### config.mk
export PLATFORM = sky130hd
export DESIGN_NAME = bencode_int_string_scanner_flat
export DESIGN_NICKNAME = d
export VERILOG_FILES = /design/src/bis_pkg.sv /design/src/bis_in_if.sv /design/src/bis_out_if.sv /design/src/bis_front.sv /design/src/bis_queue.sv /design/src/bis_back.sv /design/src/bencode_int_string_scanner.sv /design/src/flat_wrapper.sv
export SDC_FILE = /design/constraint.sdc
export NUM_CORES = 1
export LEC_CHECK = 0
export ABC_CLOCK_PERIOD_IN_PS = 11400
export CORE_ASPECT_RATIO = 0.6
export CORE_MARGIN = 1
export CORE_UTILIZATION = 45
export CTS_BUF_LIST = sky130_fd_sc_hd__clkbuf_8
export CTS_CLUSTER_DIAMETER = 40
export DETAILED_ROUTE_END_ITERATION = 8
export DONT_BUFFER_PORTS = 1
export PLACE_DENSITY = 0.57
export SETUP_SLACK_MARGIN = 0.2
export SLEW_MARGIN = 15
export SYNTH_ARGS = -nofsm -noshare
export SYNTH_HDL_FRONTEND = slang
export SYNTH_SLANG_ARGS = --single-unit
### constraint.sdc
create_clock -name clk -period 11.4 [get_ports clk]
set_input_delay 0.57 -clock clk [delete_from_list [all_inputs] [get_ports clk]]
set_output_delay 0.57 -clock clk [all_outputs]
set_load 0.05 [all_outputs]
### src/bis_pkg.sv
// shared types, constants and codes for the bencode integer and string scanner
package bis_pkg;

  // width of the string length counter
  localparam int LEN_BITS = 32;

  // depth of the queue between the classifier and the parser
  localparam int Q_DEPTH = 2;
  localparam int Q_AW    = (Q_DEPTH > 1) ? $clog2(Q_DEPTH) : 1;
  localparam int Q_CW    = $clog2(Q_DEPTH + 1);

  // largest length, integer magnitude limits
  localparam logic [63:0] LEN_MASK    = {64{1'b1}} >> (64 - LEN_BITS);
  localparam logic [63:0] INT_POS_LIM = 64'h7fff_ffff_ffff_ffff;
  localparam logic [63:0] INT_NEG_LIM = 64'h8000_0000_0000_0000;

  // special characters of the stream
  localparam logic [7:0] CH_I     = 8'h69;
  localparam logic [7:0] CH_E     = 8'h65;
  localparam logic [7:0] CH_COLON = 8'h3a;
  localparam logic [7:0] CH_MINUS = 8'h2d;
  localparam logic [7:0] CH_ZERO  = 8'h30;
  localparam logic [7:0] CH_NINE  = 8'h39;

  // result kinds
  localparam logic [1:0] KIND_INT   = 2'd0;
  localparam logic [1:0] KIND_BYTE  = 2'd1;
  localparam logic [1:0] KIND_EMPTY = 2'd2;
  localparam logic [1:0] KIND_ERROR = 2'd3;

  // error codes
  localparam logic [2:0] ERR_NONE      = 3'd0;
  localparam logic [2:0] ERR_LEAD      = 3'd1;
  localparam logic [2:0] ERR_INT_CHAR  = 3'd2;
  localparam logic [2:0] ERR_NO_DIGITS = 3'd3;
  localparam logic [2:0] ERR_OVERFLOW  = 3'd4;
  localparam logic [2:0] ERR_LEN_CHAR  = 3'd5;

  // parser modes
  typedef enum logic [2:0] {
    MODE_IDLE,
    MODE_INT_START,
    MODE_INT_DIGITS,
    MODE_LEN,
    MODE_PAYLOAD
  } mode_t;

  // byte classes found by the front end
  typedef enum logic [2:0] {
    CLS_DIGIT,
    CLS_I,
    CLS_E,
    CLS_COLON,
    CLS_MINUS,
    CLS_OTHER
  } cls_t;

  // one classified byte as it sits in the queue
  typedef struct packed {
    cls_t       cls;
    logic [3:0] digit;
    logic [7:0] data;
  } q_entry_t;

endpackage

### src/bis_in_if.sv
// byte input channel of the scanner
interface bis_in_if
  import bis_pkg::*;
();
  logic       valid;
  logic       ready;
  logic [7:0] in_byte;

  modport source (output valid, output in_byte, input ready);
  modport sink   (input valid, input in_byte, output ready);
endinterface

### src/bis_out_if.sv
// result channel of the scanner
interface bis_out_if
  import bis_pkg::*;
();
  logic               valid;
  logic               ready;
  logic [1:0]         result_kind;
  logic signed [63:0] int_value;
  logic [7:0]         data_byte;
  logic               last_of_string;
  logic [2:0]         error_code;

  modport source (output valid, output result_kind, output int_value, output data_byte,
                  output last_of_string, output error_code, input ready);
  modport sink   (input valid, input result_kind, input int_value, input data_byte,
                  input last_of_string, input error_code, output ready);
endinterface

### src/bis_front.sv
// front end: accepts raw bytes, classifies them and pushes them into the queue
module bis_front
  import bis_pkg::*;
(
  bis_in_if.sink    in_ch,
  input  logic      q_full,
  output logic      q_push,
  output q_entry_t  push_entry
);

  logic is_digit;

  // digit detection
  assign is_digit = (in_ch.in_byte >= CH_ZERO) && (in_ch.in_byte <= CH_NINE);

  // byte classification
  always_comb begin
    push_entry.data  = in_ch.in_byte;
    push_entry.digit = is_digit ? 4'(in_ch.in_byte - CH_ZERO) : 4'd0;
    if (is_digit) begin
      push_entry.cls = CLS_DIGIT;
    end else if (in_ch.in_byte == CH_I) begin
      push_entry.cls = CLS_I;
    end else if (in_ch.in_byte == CH_E) begin
      push_entry.cls = CLS_E;
    end else if (in_ch.in_byte == CH_COLON) begin
      push_entry.cls = CLS_COLON;
    end else if (in_ch.in_byte == CH_MINUS) begin
      push_entry.cls = CLS_MINUS;
    end else begin
      push_entry.cls = CLS_OTHER;
    end
  end

  // transfer whenever the queue has room
  assign in_ch.ready = ~q_full;
  assign q_push      = in_ch.valid & ~q_full;

endmodule

### src/bis_queue.sv
// short register queue between the classifier and the parser
module bis_queue
  import bis_pkg::*;
(
  input  logic     clk,
  input  logic     rst_n,
  input  logic     push,
  input  q_entry_t push_entry,
  output logic     full,
  input  logic     pop,
  output logic     head_valid,
  output q_entry_t head
);

  q_entry_t          slot_r [Q_DEPTH];
  logic [Q_AW-1:0]   wr_ptr_r, wr_ptr_nxt;
  logic [Q_AW-1:0]   rd_ptr_r, rd_ptr_nxt;
  logic [Q_CW-1:0]   cnt_r, cnt_nxt;

  assign full       = (cnt_r == Q_CW'(Q_DEPTH));
  assign head_valid = (cnt_r != '0);
  assign head       = slot_r[rd_ptr_r];

  // pointer and fill level update
  always_comb begin
    wr_ptr_nxt = wr_ptr_r;
    rd_ptr_nxt = rd_ptr_r;
    if (push) begin
      wr_ptr_nxt = (wr_ptr_r == Q_AW'(Q_DEPTH - 1)) ? '0 : wr_ptr_r + 1'b1;
    end
    if (pop) begin
      rd_ptr_nxt = (rd_ptr_r == Q_AW'(Q_DEPTH - 1)) ? '0 : rd_ptr_r + 1'b1;
    end
    cnt_nxt = cnt_r + Q_CW'(push) - Q_CW'(pop);
  end

  // control registers
  always_ff @(posedge clk) begin
    if (!rst_n) begin
      wr_ptr_r <= '0;
      rd_ptr_r <= '0;
      cnt_r    <= '0;
    end else begin
      wr_ptr_r <= wr_ptr_nxt;
      rd_ptr_r <= rd_ptr_nxt;
      cnt_r    <= cnt_nxt;
    end
  end

  // entry storage
  always_ff @(posedge clk) begin
    if (push) begin
      slot_r[wr_ptr_r] <= push_entry;
    end
  end

endmodule

### src/bis_back.sv
// back end: parse state machine, decimal accumulator and result register
module bis_back
  import bis_pkg::*;
(
  input  logic      clk,
  input  logic      rst_n,
  input  logic      q_valid,
  input  q_entry_t  q_head,
  output logic      q_pop,
  bis_out_if.source out_ch
);

  mode_t               mode_r, mode_nxt;
  logic [63:0]         acc_r, acc_nxt;
  logic                neg_r, neg_nxt;
  logic                seen_r, seen_nxt;
  logic [LEN_BITS-1:0] left_r, left_nxt;
  logic [LEN_BITS-1:0] left_dec;

  logic                out_valid_r, out_valid_nxt;
  logic [1:0]          kind_r;
  logic [63:0]         value_r;
  logic [7:0]          data_r;
  logic                last_r;
  logic [2:0]          err_r;

  logic                take;
  logic                clr;
  logic                res;
  logic [1:0]          res_kind;
  logic [63:0]         res_value;
  logic [7:0]          res_data;
  logic                res_last;
  logic [2:0]          res_err;
  logic [67:0]         prod;
  logic [63:0]         lim;
  logic                ovf;

  // take a queued byte when the result register is free or draining
  assign take  = q_valid & (~out_valid_r | out_ch.ready);
  assign q_pop = take;

  // acc * 10 + digit and the range check against the current limit
  assign prod = ({4'd0, acc_r} << 3) + ({4'd0, acc_r} << 1) + 68'(q_head.digit);
  always_comb begin
    if (mode_r == MODE_LEN) begin
      lim = LEN_MASK;
    end else if (neg_r) begin
      lim = INT_NEG_LIM;
    end else begin
      lim = INT_POS_LIM;
    end
  end
  assign ovf      = prod > {4'd0, lim};
  assign left_dec = left_r - 1'b1;

  // next state and result
  always_comb begin
    mode_nxt  = mode_r;
    acc_nxt   = acc_r;
    neg_nxt   = neg_r;
    seen_nxt  = seen_r;
    left_nxt  = left_r;
    clr       = 1'b0;
    res       = 1'b0;
    res_kind  = KIND_INT;
    res_value = '0;
    res_data  = '0;
    res_last  = 1'b0;
    res_err   = ERR_NONE;
    if (take) begin
      unique case (mode_r)
        MODE_IDLE: begin
          if (q_head.cls == CLS_I) begin
            clr      = 1'b1;
            mode_nxt = MODE_INT_START;
          end else if (q_head.cls == CLS_DIGIT) begin
            acc_nxt  = {60'd0, q_head.digit};
            seen_nxt = 1'b1;
            neg_nxt  = 1'b0;
            left_nxt = '0;
            mode_nxt = MODE_LEN;
          end else begin
            res      = 1'b1;
            res_kind = KIND_ERROR;
            res_err  = ERR_LEAD;
          end
        end
        MODE_INT_START, MODE_INT_DIGITS: begin
          if (q_head.cls == CLS_MINUS && mode_r == MODE_INT_START) begin
            neg_nxt  = 1'b1;
            mode_nxt = MODE_INT_DIGITS;
          end else if (q_head.cls == CLS_DIGIT) begin
            if (ovf) begin
              res      = 1'b1;
              res_kind = KIND_ERROR;
              res_err  = ERR_OVERFLOW;
            end else begin
              acc_nxt  = prod[63:0];
              seen_nxt = 1'b1;
              mode_nxt = MODE_INT_DIGITS;
            end
          end else if (q_head.cls == CLS_E) begin
            res = 1'b1;
            if (!seen_r) begin
              res_kind = KIND_ERROR;
              res_err  = ERR_NO_DIGITS;
            end else begin
              res_kind  = KIND_INT;
              res_value = neg_r ? (64'd0 - acc_r) : acc_r;
              clr       = 1'b1;
              mode_nxt  = MODE_IDLE;
            end
          end else begin
            res      = 1'b1;
            res_kind = KIND_ERROR;
            res_err  = ERR_INT_CHAR;
          end
        end
        MODE_LEN: begin
          if (q_head.cls == CLS_DIGIT) begin
            if (ovf) begin
              res      = 1'b1;
              res_kind = KIND_ERROR;
              res_err  = ERR_OVERFLOW;
            end else begin
              acc_nxt = prod[63:0];
            end
          end else if (q_head.cls == CLS_COLON) begin
            if (acc_r == '0) begin
              res      = 1'b1;
              res_kind = KIND_EMPTY;
              clr      = 1'b1;
              mode_nxt = MODE_IDLE;
            end else begin
              left_nxt = acc_r[LEN_BITS-1:0];
              acc_nxt  = '0;
              mode_nxt = MODE_PAYLOAD;
            end
          end else begin
            res      = 1'b1;
            res_kind = KIND_ERROR;
            res_err  = ERR_LEN_CHAR;
          end
        end
        MODE_PAYLOAD: begin
          left_nxt = left_dec;
          res      = 1'b1;
          res_kind = KIND_BYTE;
          res_data = q_head.data;
          res_last = (left_dec == '0);
          if (left_dec == '0) begin
            clr      = 1'b1;
            mode_nxt = MODE_IDLE;
          end
        end
        default: begin
          clr      = 1'b1;
          mode_nxt = MODE_IDLE;
        end
      endcase
      // every error drops back to idle
      if (res && res_kind == KIND_ERROR) begin
        clr      = 1'b1;
        mode_nxt = MODE_IDLE;
      end
      if (clr) begin
        acc_nxt  = '0;
        neg_nxt  = 1'b0;
        seen_nxt = 1'b0;
        left_nxt = '0;
      end
    end
  end

  // result register occupancy
  always_comb begin
    if (take) begin
      out_valid_nxt = res;
    end else begin
      out_valid_nxt = out_valid_r & ~out_ch.ready;
    end
  end

  // state machine and control registers
  always_ff @(posedge clk) begin
    if (!rst_n) begin
      mode_r      <= MODE_IDLE;
      acc_r       <= '0;
      neg_r       <= 1'b0;
      seen_r      <= 1'b0;
      left_r      <= '0;
      out_valid_r <= 1'b0;
    end else begin
      mode_r      <= mode_nxt;
      acc_r       <= acc_nxt;
      neg_r       <= neg_nxt;
      seen_r      <= seen_nxt;
      left_r      <= left_nxt;
      out_valid_r <= out_valid_nxt;
    end
  end

  // result payload
  always_ff @(posedge clk) begin
    if (take && res) begin
      kind_r  <= res_kind;
      value_r <= res_value;
      data_r  <= res_data;
      last_r  <= res_last;
      err_r   <= res_err;
    end
  end

  assign out_ch.valid          = out_valid_r;
  assign out_ch.result_kind    = kind_r;
  assign out_ch.int_value      = value_r;
  assign out_ch.data_byte      = data_r;
  assign out_ch.last_of_string = last_r;
  assign out_ch.error_code     = err_r;

endmodule

### src/bencode_int_string_scanner.sv
// top level of the bencode integer and byte-string scanner
// Takes one byte per transfer and sustains one byte per clock cycle while the
// output is not stalled: each byte costs a single pass through the parser's
// multiply-by-ten-and-add accumulator, which is the loop that sets the rate. A
// classified byte waits in a two-entry queue, and a result is registered in the
// output register as its last byte is taken from the queue. Integers give
// one result on the closing 'e', each string payload byte gives one result (the
// last one marked), "0:" gives one empty-string result and every malformed byte
// gives one error result, after which parsing starts again in idle with the
// next byte. Lengths are LEN_BITS wide.
module bencode_int_string_scanner
  import bis_pkg::*;
(
  input  logic      clk,
  input  logic      rst_n,
  bis_in_if.sink    in_ch,
  bis_out_if.source out_ch
);

  logic     q_push;
  logic     q_full;
  logic     q_pop;
  logic     q_valid;
  q_entry_t push_entry;
  q_entry_t q_head;

  // classifier
  bis_front u_front (
    .in_ch      (in_ch),
    .q_full     (q_full),
    .q_push     (q_push),
    .push_entry (push_entry)
  );

  // decoupling queue
  bis_queue u_queue (
    .clk        (clk),
    .rst_n      (rst_n),
    .push       (q_push),
    .push_entry (push_entry),
    .full       (q_full),
    .pop        (q_pop),
    .head_valid (q_valid),
    .head       (q_head)
  );

  // parser and result register
  bis_back u_back (
    .clk     (clk),
    .rst_n   (rst_n),
    .q_valid (q_valid),
    .q_head  (q_head),
    .q_pop   (q_pop),
    .out_ch  (out_ch)
  );

endmodule

### src/flat_wrapper.sv
// flat-port wrapper written by rule: the top's interface ports become plain ports
module bencode_int_string_scanner_flat import bis_pkg::*;
  (clk, rst_n, in_ch_valid, in_ch_in_byte, in_ch_ready, out_ch_valid, out_ch_result_kind, out_ch_int_value, out_ch_data_byte, out_ch_last_of_string, out_ch_error_code, out_ch_ready);
  bis_in_if in_ch_i ();
  bis_out_if out_ch_i ();
  input  logic clk;
  input  logic rst_n;
  input wire logic [$bits(in_ch_i.valid)-1:0] in_ch_valid;
  input wire logic [$bits(in_ch_i.in_byte)-1:0] in_ch_in_byte;
  output wire logic [$bits(in_ch_i.ready)-1:0] in_ch_ready;
  output wire logic [$bits(out_ch_i.valid)-1:0] out_ch_valid;
  output wire logic [$bits(out_ch_i.result_kind)-1:0] out_ch_result_kind;
  output wire logic [$bits(out_ch_i.int_value)-1:0] out_ch_int_value;
  output wire logic [$bits(out_ch_i.data_byte)-1:0] out_ch_data_byte;
  output wire logic [$bits(out_ch_i.last_of_string)-1:0] out_ch_last_of_string;
  output wire logic [$bits(out_ch_i.error_code)-1:0] out_ch_error_code;
  input wire logic [$bits(out_ch_i.ready)-1:0] out_ch_ready;
  assign in_ch_i.valid = in_ch_valid;
  assign in_ch_i.in_byte = in_ch_in_byte;
  assign in_ch_ready = in_ch_i.ready;
  assign out_ch_valid = out_ch_i.valid;
  assign out_ch_result_kind = out_ch_i.result_kind;
  assign out_ch_int_value = out_ch_i.int_value;
  assign out_ch_data_byte = out_ch_i.data_byte;
  assign out_ch_last_of_string = out_ch_i.last_of_string;
  assign out_ch_error_code = out_ch_i.error_code;
  assign out_ch_i.ready = out_ch_ready;
  bencode_int_string_scanner u_core (.clk(clk), .rst_n(rst_n), .in_ch(in_ch_i), .out_ch(out_ch_i));
endmodule
==> flow_summary.ini, run 1 <==
[cells_and_area]
final_area_sq_um = 17520
register_area_sq_um = 5386
final_cell_mix = ha_1 (196), nor2_1 (169), nand2_1 (130)
drive_gt1_frac = 0.05976
fill_cells = 3356
antennaDiodeCount = 0
finish.net_count = 2004
layout.cells.non_filler = 2291
layout_commonest_cell = ha_1
multi_input_area_sq_um = 10420
syn_to_final_growth_pct = 6.770

[yosys]
syn_area_sq_um = 16410
ys.flop_type = edfxtp_1
synthCells = 1827
ys_seq_area_frac = 0.3281
syn_avg_cell_area_sq_um = 8.982
yosysUniqueCellTypes = 79
synthArstFlopShare = 0
yosysWarningCount = 0
synth_seq_cells = 215
syn_nets = 2037
synth_edf_count = 108

[clock_tree]
cts_root_buf = clkbuf_8
cts_tree = done
h-tree-depth = 2
max-clock-path-buffers = 3
clock_sinks = 215
clk_pin_slew_ps = 60
clock_latency_ps = 580
cts_resized = 0
postCtsHoldBufs = 0
cts_buffers = 38
cts_setup_buffers = 0

[global_routing]
grt_pass1_vias = 12981
grt_max_degree = 61
antenna_found_initial = 0
grt_usage = 0.2550
grt_overflow = 0
grt_pass1_wl_um = 75220

[placement]
io_buffers = 0
dpl.cell_count = 2221
place_congestion = 0.9607
hpwl_um = 36200
dpl_cell_area_sq_um = 16720

[power_and_ir_drop]
p_total_uw = 2733
p_leak_uw = 0.007273
p_per_area_nw_per_um2 = 156.0
ir_drop_v = 0.0001257

[routing]
drt_iter0_drc = 1511
wire_per_inst_um = 21.15
routed_via_density = 6.258
first_pass_iters = 6
wl_um = 48450
ant_nets = 0
post-route-drc-count = 0
via_count = 14337

[worst_setup_path]
timing.critical_path.required_ps = 11680
reg2reg_to = u_core.u_back.out_ch.int_value[17]$_SDFFCE_PP0P_
r2r_slack_ps = 990
cp-end-kind = register
critical_path_class = reg -> reg
critPathArrivalTime_ps = 10700
crit_fanout = 55
worstSetupEndpoint = u_core.u_back.out_ch.int_value[17]$_SDFFCE_PP0P_
worstRegToRegCells = 26
worstSetupStartpointType = register

[status]
status = completed

[timing]
rsz0062_at_grt = no
fin_skew_ps = 43.20
setup_violations = 0
fin_crit_ps = 10410
worstMarginPinSlew_ps = 1104
drv_slew = 0
fin_crit_sh = 0.9133
setup_tns_ps = 0
whs_ps = 89.66
hold_viol = 0
relSlewSlack = 0.2596
fmax_mhz = 96.05

[die]
die_h_um = 149.9
rows = 53
die_w_um = 248.5
coreArea_sq_um = 35480
start_util = 0.4626
fp.dieArea_sq_um = 37260
pin_count = 92

[job]
cap_violations = 0

[hold_path]
min_path_type = in -> reg
[synthesized netlist by cell type (10+ instances only)]
| master | instances | area, sq um |
|---|---|---|
| a211oi_1 | 17 | 127.6 |
| a21o_1 | 13 | 97.59 |
| a21oi_1 | 126 | 630.6 |
| a22o_1 | 61 | 534.3 |
| a22oi_1 | 15 | 112.6 |
| a31oi_1 | 14 | 87.58 |
| and2_1 | 11 | 68.82 |
| buf_2 | 11 | 55.05 |
| clkbuf_1 | 63 | 236.5 |
| dfxtp_1 | 107 | 2142 |
| edfxtp_1 | 108 | 3243 |
| ha_1 | 196 | 2452 |
| inv_1 | 62 | 232.7 |
| mux2i_1 | 14 | 140.1 |
| nand2_1 | 130 | 488.0 |
| nand2b_1 | 12 | 75.07 |
| nand3_1 | 54 | 270.3 |
| nand4_1 | 42 | 262.8 |
| nor2_1 | 170 | 638.1 |
| nor2b_1 | 12 | 75.07 |
| nor3_1 | 40 | 200.2 |
| nor4_1 | 18 | 112.6 |
| o211ai_1 | 12 | 90.09 |
| o21a_1 | 10 | 75.07 |
| o21ai_0 | 91 | 455.4 |
| o21bai_1 | 16 | 120.1 |
| o221ai_1 | 13 | 113.9 |
| o22ai_1 | 32 | 200.2 |
| o31ai_1 | 27 | 202.7 |
| o41ai_1 | 15 | 131.4 |
| or2_2 | 11 | 68.82 |
| or3_1 | 15 | 93.84 |
| or4_1 | 19 | 142.6 |
| xnor2_1 | 58 | 508.0 |
| xor2_1 | 87 | 762.0 |
[state kept, by name, summed over array words and instances (netlist names), named ones only]
name	flops
u_core.u_back.mode_r	3
u_core.u_back.out_ch.valid	1
u_core.u_back.left_r	32
u_core.u_back.out_ch.error_code	3
u_core.u_queue.cnt_r	2
u_core.u_back.acc_r	64
u_core.u_queue.wr_ptr_r	1
u_core.u_back.out_ch.int_value	64
u_core.u_back.neg_r	1
u_core.u_queue.rd_ptr_r	1
u_core.u_queue.slot_r	30
u_core.u_back.out_ch.last_of_string	1
u_core.u_back.out_ch.result_kind	2
u_core.u_back.seen_r	1
u_core.u_back.out_ch.data_byte	8
[per-stage QoR]
stage,worst slack [ps],util
2_1_floorplan,2380,-
3_5_place_dp,1194,0.4713
6_report,988.3,0.4939
3_3_place_gp,1646,0.4713
4_1_cts,1132,0.4939
5_1_grt,621.6,0.4939
[cell families after synthesis]
kind of cell             count (synthesis)  share of synthesized area
XOR/XNOR                               145                    0.07739
multiplexers                            21                    0.01334
adder cells (fa/ha/maj)                198                     0.1519
AO/OA/AOI/OAI                          523                     0.2155
buffers and inverters                  149                    0.03881
AND/OR/NAND/NOR                        576                     0.1749
flip-flops                             215                     0.3281
[cell type report]
cell class | count | area share
clock inverter | 30 | 0.01421
sequential | 215 | 0.3074
clock buffer | 40 | 0.03142
timing repair buffer | 13 | 0.005570
inverter | 63 | 0.01357
multi-input combinational | 1463 | 0.5945
tap | 467 | 0.03335
[routing by layer]
layer / up-vias / track usage / routed length, um
li1: 6870 / - / -
met1: 6788 / 0.4192 / 25900
met2: 632 / 0.3212 / 17460
met3: 47 / 0.06297 / 4552
met4: 0 / 0.04161 / 534
met5: - / 0 / 0
[where the power goes]
| part | total (uW) | switching (uW) | internal (uW) |
|---|---|---|---|
| sequential | 1410 | 424 | 988 |
| combinational | 550 | 397 | 153 |
| clock | 771 | 350 | 421 |
| total | 2730 | 1170 | 1560 |
[critical path, cell delays in order, from the launching register on]
cell and delay, ps:
dfxtp_1 990, mux2_2 460, fa_1 500, fa_1 510
a211oi_1 380, o211ai_1 180, a221oi_1 680, nor4b_1 190
o2111ai_1 380, nand2_1 210, a31oi_1 310, o21a_1 280
o21ai_0 140, xor2_1 180, ha_1 290, nand4_1 140
or4b_2 760, nor3_1 290, nand3_1 140, nor4_1 440
and3_1 220, a31oi_1 70, or4_4 580, o22ai_1 190
a31o_2 200, clkinv_2 830, buf_4 580
[how the worst min path moves through the flow]
stage                                               start                               endpoint  slack, ps  cells after the start
detailed placement  u_core.u_back.left_r[15]$_SDFFE_PN0P_  u_core.u_back.left_r[15]$_SDFFE_PN0P_        480                      2
finish                                   in_ch_in_byte[4]  u_core.u_queue.slot_r[1][4]$_DFFE_PP_         90                      0
CTS                                      in_ch_in_byte[4]  u_core.u_queue.slot_r[1][4]$_DFFE_PP_         50                      0
global placement    u_core.u_back.left_r[15]$_SDFFE_PN0P_  u_core.u_back.left_r[15]$_SDFFE_PN0P_        480                      2
floorplan           u_core.u_back.left_r[15]$_SDFFE_PN0P_  u_core.u_back.left_r[15]$_SDFFE_PN0P_        460                      2
global route                             in_ch_in_byte[7]  u_core.u_queue.slot_r[1][7]$_DFFE_PP_         50                      0
Note: power is estimated with default switching activity, not from simulation.
==> inputs of run 2 (changes only) <==
Settings changed: ABC_CLOCK_PERIOD_IN_PS 11400 to 10450, SETUP_SLACK_MARGIN 0.2 to 0.5.
Clock period 11.4 ns to 10.45 ns, I/O delays scaled along.
==> flow_summary.ini, run 2 (synthesis results as in run 1) <==
[status]
status = completed

[clock_tree]
cts_root_buf = clkbuf_8
cts_setup_buffers = 0
h-tree-depth = 2
max-clock-path-buffers = 3
cts_buffers = 37
clock_latency_ps = 590
clock_sinks = 215
clk_pin_slew_ps = 60
cts_tree = done

[cells_and_area]
final_area_sq_um = 17490
drive_gt1_frac = 0.05847
fin_util = 0.4929
multi_input_area_sq_um = 10410
syn_to_final_growth_pct = 6.549
layout_commonest_cell = ha_1
layout.cells.non_filler = 2297
finish.net_count = 2011
antennaDiodeCount = 0
final_cell_mix = ha_1 (196), nor2_1 (169), nand2_1 (130)
register_area_sq_um = 5388
fill_cells = 3403

[timing]
fmax_mhz = 105.9
fin_skew_ps = 34.74
rsz0062_at_grt = no
fin_crit_ps = 9447
setup_violations = 0
hold_viol = 0
setup_tns_ps = 0
relSlewSlack = 0.3253
whs_ps = 34.77
fin_crit_sh = 0.9040
worstMarginPinSlew_ps = 1003
drv_slew = 0

[routing]
via_count = 14392
wire_per_inst_um = 21.77
top_layer = met4
post-route-drc-count = 0
wl_um = 50000
wl_met2_um = 17760
first_pass_iters = 5
routed_via_density = 6.266
wl_met3_um = 4885
drt_iter0_drc = 1244
drt-met1-wl_um = 26430
ant_nets = 0

[die]
rows = 53
start_util = 0.4626
fp.dieArea_sq_um = 37260
pin_count = 92
coreArea_sq_um = 35480
die_w_um = 248.5
die_h_um = 149.9

[job]
cap_violations = 0

[placement]
io_buffers = 0
dpl_cell_area_sq_um = 16740
place_congestion = 0.9638
hpwl_um = 37710
dpl.cell_count = 2224

[hold_path]
min_path_type = in -> reg

[global_routing]
grt_pass1_wl_um = 77340
antenna_found_initial = 0
grt_max_degree = 61
grt_overflow = 0
grt_usage = 0.2646
grt_pass1_vias = 12955

[worst_setup_path]
critPathArrivalTime_ps = 9890
crit_fanout = 60
path_buf_inv = 2
cp-end-kind = register
worstSetupStartpointType = register
timing.critical_path.required_ps = 10900
slowest_delay_ps = 750
critical_path_class = reg -> reg
critPathSlowestCell = or4b_2
cp_top_family = compound AO/OA/AOI/OAI gates

[power_and_ir_drop]
ir_drop_v = 0.0001394
p_leak_uw = 0.007307
p_per_area_nw_per_um2 = 165.5
run 2: cell types whose count changed in the layout (fill, tap and decap cells not counted), sizes merged:
cell         previous run  this run
buf                    13        16
bufinv                  4         1
clkbuf                 40        39
clkinv                 13        11
clkinvlp                4         0
dlygate4sd3             0         5
inv                    72        80
run 2: through the flow:
step | power, uW | setup WS (ps)
6_report | 2895 | 1003
5_1_grt | 3022 | 724.7
4_1_cts | 2914 | 891.0
3_5_place_dp | 2152 | 977.8
3_3_place_gp | 2146 | 1452
2_1_floorplan | 1919 | 1430
run 2: what timing repair did:
action | CTS | global route
hold buffers | 5 | 0
setup endpoints to repair | 0 | 69
resized for setup | 0 | 1
hold endpoints to repair | 7 | 0
run 2: report_power, final:
group / total [uW] / internal, uW / switching [uW]
logic: 604 / 171 / 433
registers: 1540 / 1080 / 466
clock network: 749 / 374 / 375
run 2: layout make-up:
| class | count | share of cell area |
|---|---|---|
| multi-input combinational | 1463 | 0.5956 |
| sequential | 215 | 0.3081 |
| tap | 467 | 0.03342 |
| clock buffer | 39 | 0.03070 |
| inverter | 63 | 0.01360 |
| timing repair buffer | 21 | 0.009732 |
| clock inverter | 29 | 0.008873 |
run 2: path summary, 6_finish.rpt:
path / from / to / slack, ps / cells after the start
max: register / u_core.u_back.acc_r[35]$_SDFFE_PN0P_ / 1000 / 25
min: in_ch_in_byte[5] / u_core.u_queue.slot_r[1][5]$_DFFE_PP_ / 30 / 0
max reg2reg: register / u_core.u_back.acc_r[35]$_SDFFE_PN0P_ / 1000 / 25
min reg2reg: u_core.u_back.left_r[13]$_SDFFE_PN0P_ / u_core.u_back.left_r[13]$_SDFFE_PN0P_ / 510 / 2
run 2: layer usage:
metal | up-vias | global-route usage
li1 | 6879 | -
met5 | - | 0
met4 | 0 | 0.05901
met3 | 58 | 0.07166
met2 | 568 | 0.3254
met1 | 6887 | 0.4313
run 2: worst register-to-register path, cell delays in order, from the launching register on:
cell	delay (ps)
dfxtp_2	700
mux2_2	430
fa_1	490
fa_1	510
a211oi_1	410
o211ai_1	180
a221oi_1	660
a21oi_1	320
a31oi_1	470
and2_1	250
o21ai_0	180
a21oi_1	280
xnor2_1	160
ha_1	300
inv_1	40
or4b_2	750
nor3_1	300
nand3_1	140
nor4_1	430
and3_1	220
a31oi_1	70
or4_4	570
o21ai_4	650
a211oi_4	120
buf_4	360
a22o_1	340
==> inputs of run 3 (changes only) <==
Settings changed: ABC_CLOCK_PERIOD_IN_PS 10450 to 9390.
Clock period 10.45 ns to 9.39 ns, I/O delays scaled along.
==> flow_summary.ini, run 3 (synthesis results as in run 1) <==
[timing]
drv_slew = 0
relSlewSlack = 0.3028
worstMarginPinSlew_ps = 1045
fin_skew_ps = 31.69
fin_crit_ps = 8470
fin_crit_sh = 0.9020
whs_ps = 34.13
fin_ws_ps = 919.9
setup_violations = 0
setup_tns_ps = 0
rsz0062_at_grt = no
hold_viol = 0
fmax_mhz = 118.1

[clock_tree]
cts_buffers = 36
h-tree-depth = 2
cts_tree = done
clk_pin_slew_ps = 60
cts_root_buf = clkbuf_8
clock_latency_ps = 570
max-clock-path-buffers = 3
clock_sinks = 215

[power_and_ir_drop]
p_per_area_nw_per_um2 = 190.4
p_leak_uw = 0.007370
ir_drop_v = 0.0001676
p_total_uw = 3375

[placement]
hpwl_um = 36620
place_congestion = 0.9434
io_buffers = 0
post-place-ws_ps = 356.7

[global_routing]
grt_usage = 0.2597
grt_pass1_vias = 12816
grt_pass1_wl_um = 76310
grt_max_degree = 68
antenna_found_initial = 0
grt_overflow = 0

[cells_and_area]
syn_to_final_growth_pct = 8.029
final_cell_mix = ha_1 (196), nor2_1 (169), nand2_1 (130)
fin_util = 0.4997
antennaDiodeCount = 0
layout_commonest_cell = ha_1
finish.net_count = 2023
drive_gt1_frac = 0.06793

[routing]
routed_via_density = 6.196
ant_nets = 0
drt_iter0_drc = 1488
via_count = 14294
first_pass_iters = 5
wl_um = 49080
wire_per_inst_um = 21.27
post-route-drc-count = 0

[worst_setup_path]
critPathArrivalTime_ps = 8740
timing.critical_path.required_ps = 9660
slowest_delay_ps = 750
critical_path_class = reg -> reg
path_buf_inv = 2
crit_fanout = 44
cp_top_family = compound AO/OA/AOI/OAI gates
worstSetupStartpointType = register
cp-end-kind = register
critPathSlowestCell = or4b_2

[die]
die_h_um = 149.9
coreArea_sq_um = 35480
start_util = 0.4626
fp.dieArea_sq_um = 37260
rows = 53
pin_count = 92
die_w_um = 248.5

[hold_path]
min_path_type = in -> reg

[status]
status = completed

[job]
cap_violations = 0
[run 3: cell count changes in the layout (fill, tap and decap cells not counted), sizes merged]
| cell | before | now |
|---|---|---|
| buf | 16 | 25 |
| bufinv | 1 | 5 |
| clkbuf | 39 | 38 |
| clkinv | 11 | 12 |
| clkinvlp | 0 | 4 |
| dlygate4sd3 | 5 | 8 |
| inv | 80 | 70 |
[run 3: layout make-up]
class,count,area (sq um)
Timing Repair Buffer,33,291.5
Inverter,63,240.2
Clock buffer,38,523.0
Tap cell,467,584.3
Fill cell,3301,17750
Multi-Input combinational cell,1463,10430
Sequential cell,215,5386
Clock inverter,27,265.3
Timing Repair inverter,1,7.507
[run 3: worst paths after layout]
kind / startpoint / to / slack [ps] / cells past startpoint
worst max-delay path: register / u_core.u_back.out_ch.int_value[35]$_SDFFCE_PP0P_ / 920 / 26
worst min-delay path: rst_n / u_core.u_queue.cnt_r[0]$_SDFF_PN0_ / 30 / 1
worst max register to register: register / u_core.u_back.out_ch.int_value[35]$_SDFFCE_PP0P_ / 920 / 26
worst min register to register: u_core.u_back.seen_r$_SDFFE_PN0P_ / u_core.u_back.seen_r$_SDFFE_PN0P_ / 510 / 2
[run 3: per-stage QoR]
| stage | instance area [sq um] | cells |
|---|---|---|
| 4_1_cts | 17670 | 2303 |
| 5_1_grt | 17730 | 2307 |
| 3_5_place_dp | 16790 | 2229 |
| 2_1_floorplan | 16410 | 1827 |
| 3_3_place_gp | 16790 | 2229 |
| 6_report | 17730 | 2307 |
[run 3: repair_timing]
item	in CTS	in global routing
cloned	1	0
resized for setup	1	8
hold buffers	8	0
endpoints found under the hold margin	16	0
pin swaps	0	2
setup endpoints to repair	78	174
buffers inserted	0	4
[run 3: metal layers]
| layer | track usage | routed length [um] | vias up | part of all wire |
|---|---|---|---|---|
| li1 | - | - | 6910 | - |
| met1 | 0.4293 | 26590 | 6791 | 0.54 |
| met2 | 0.3167 | 17350 | 539 | 0.35 |
| met3 | 0.07236 | 4519 | 54 | 0.092 |
| met4 | 0.04379 | 615 | 0 | 0.013 |
| met5 | 0 | 0 | - | 0 |
[run 3: where the power goes]
part	switching, uW	internal, uW
sequential	485	1190
clock	427	520
combinational	534	215
total	1450	1930
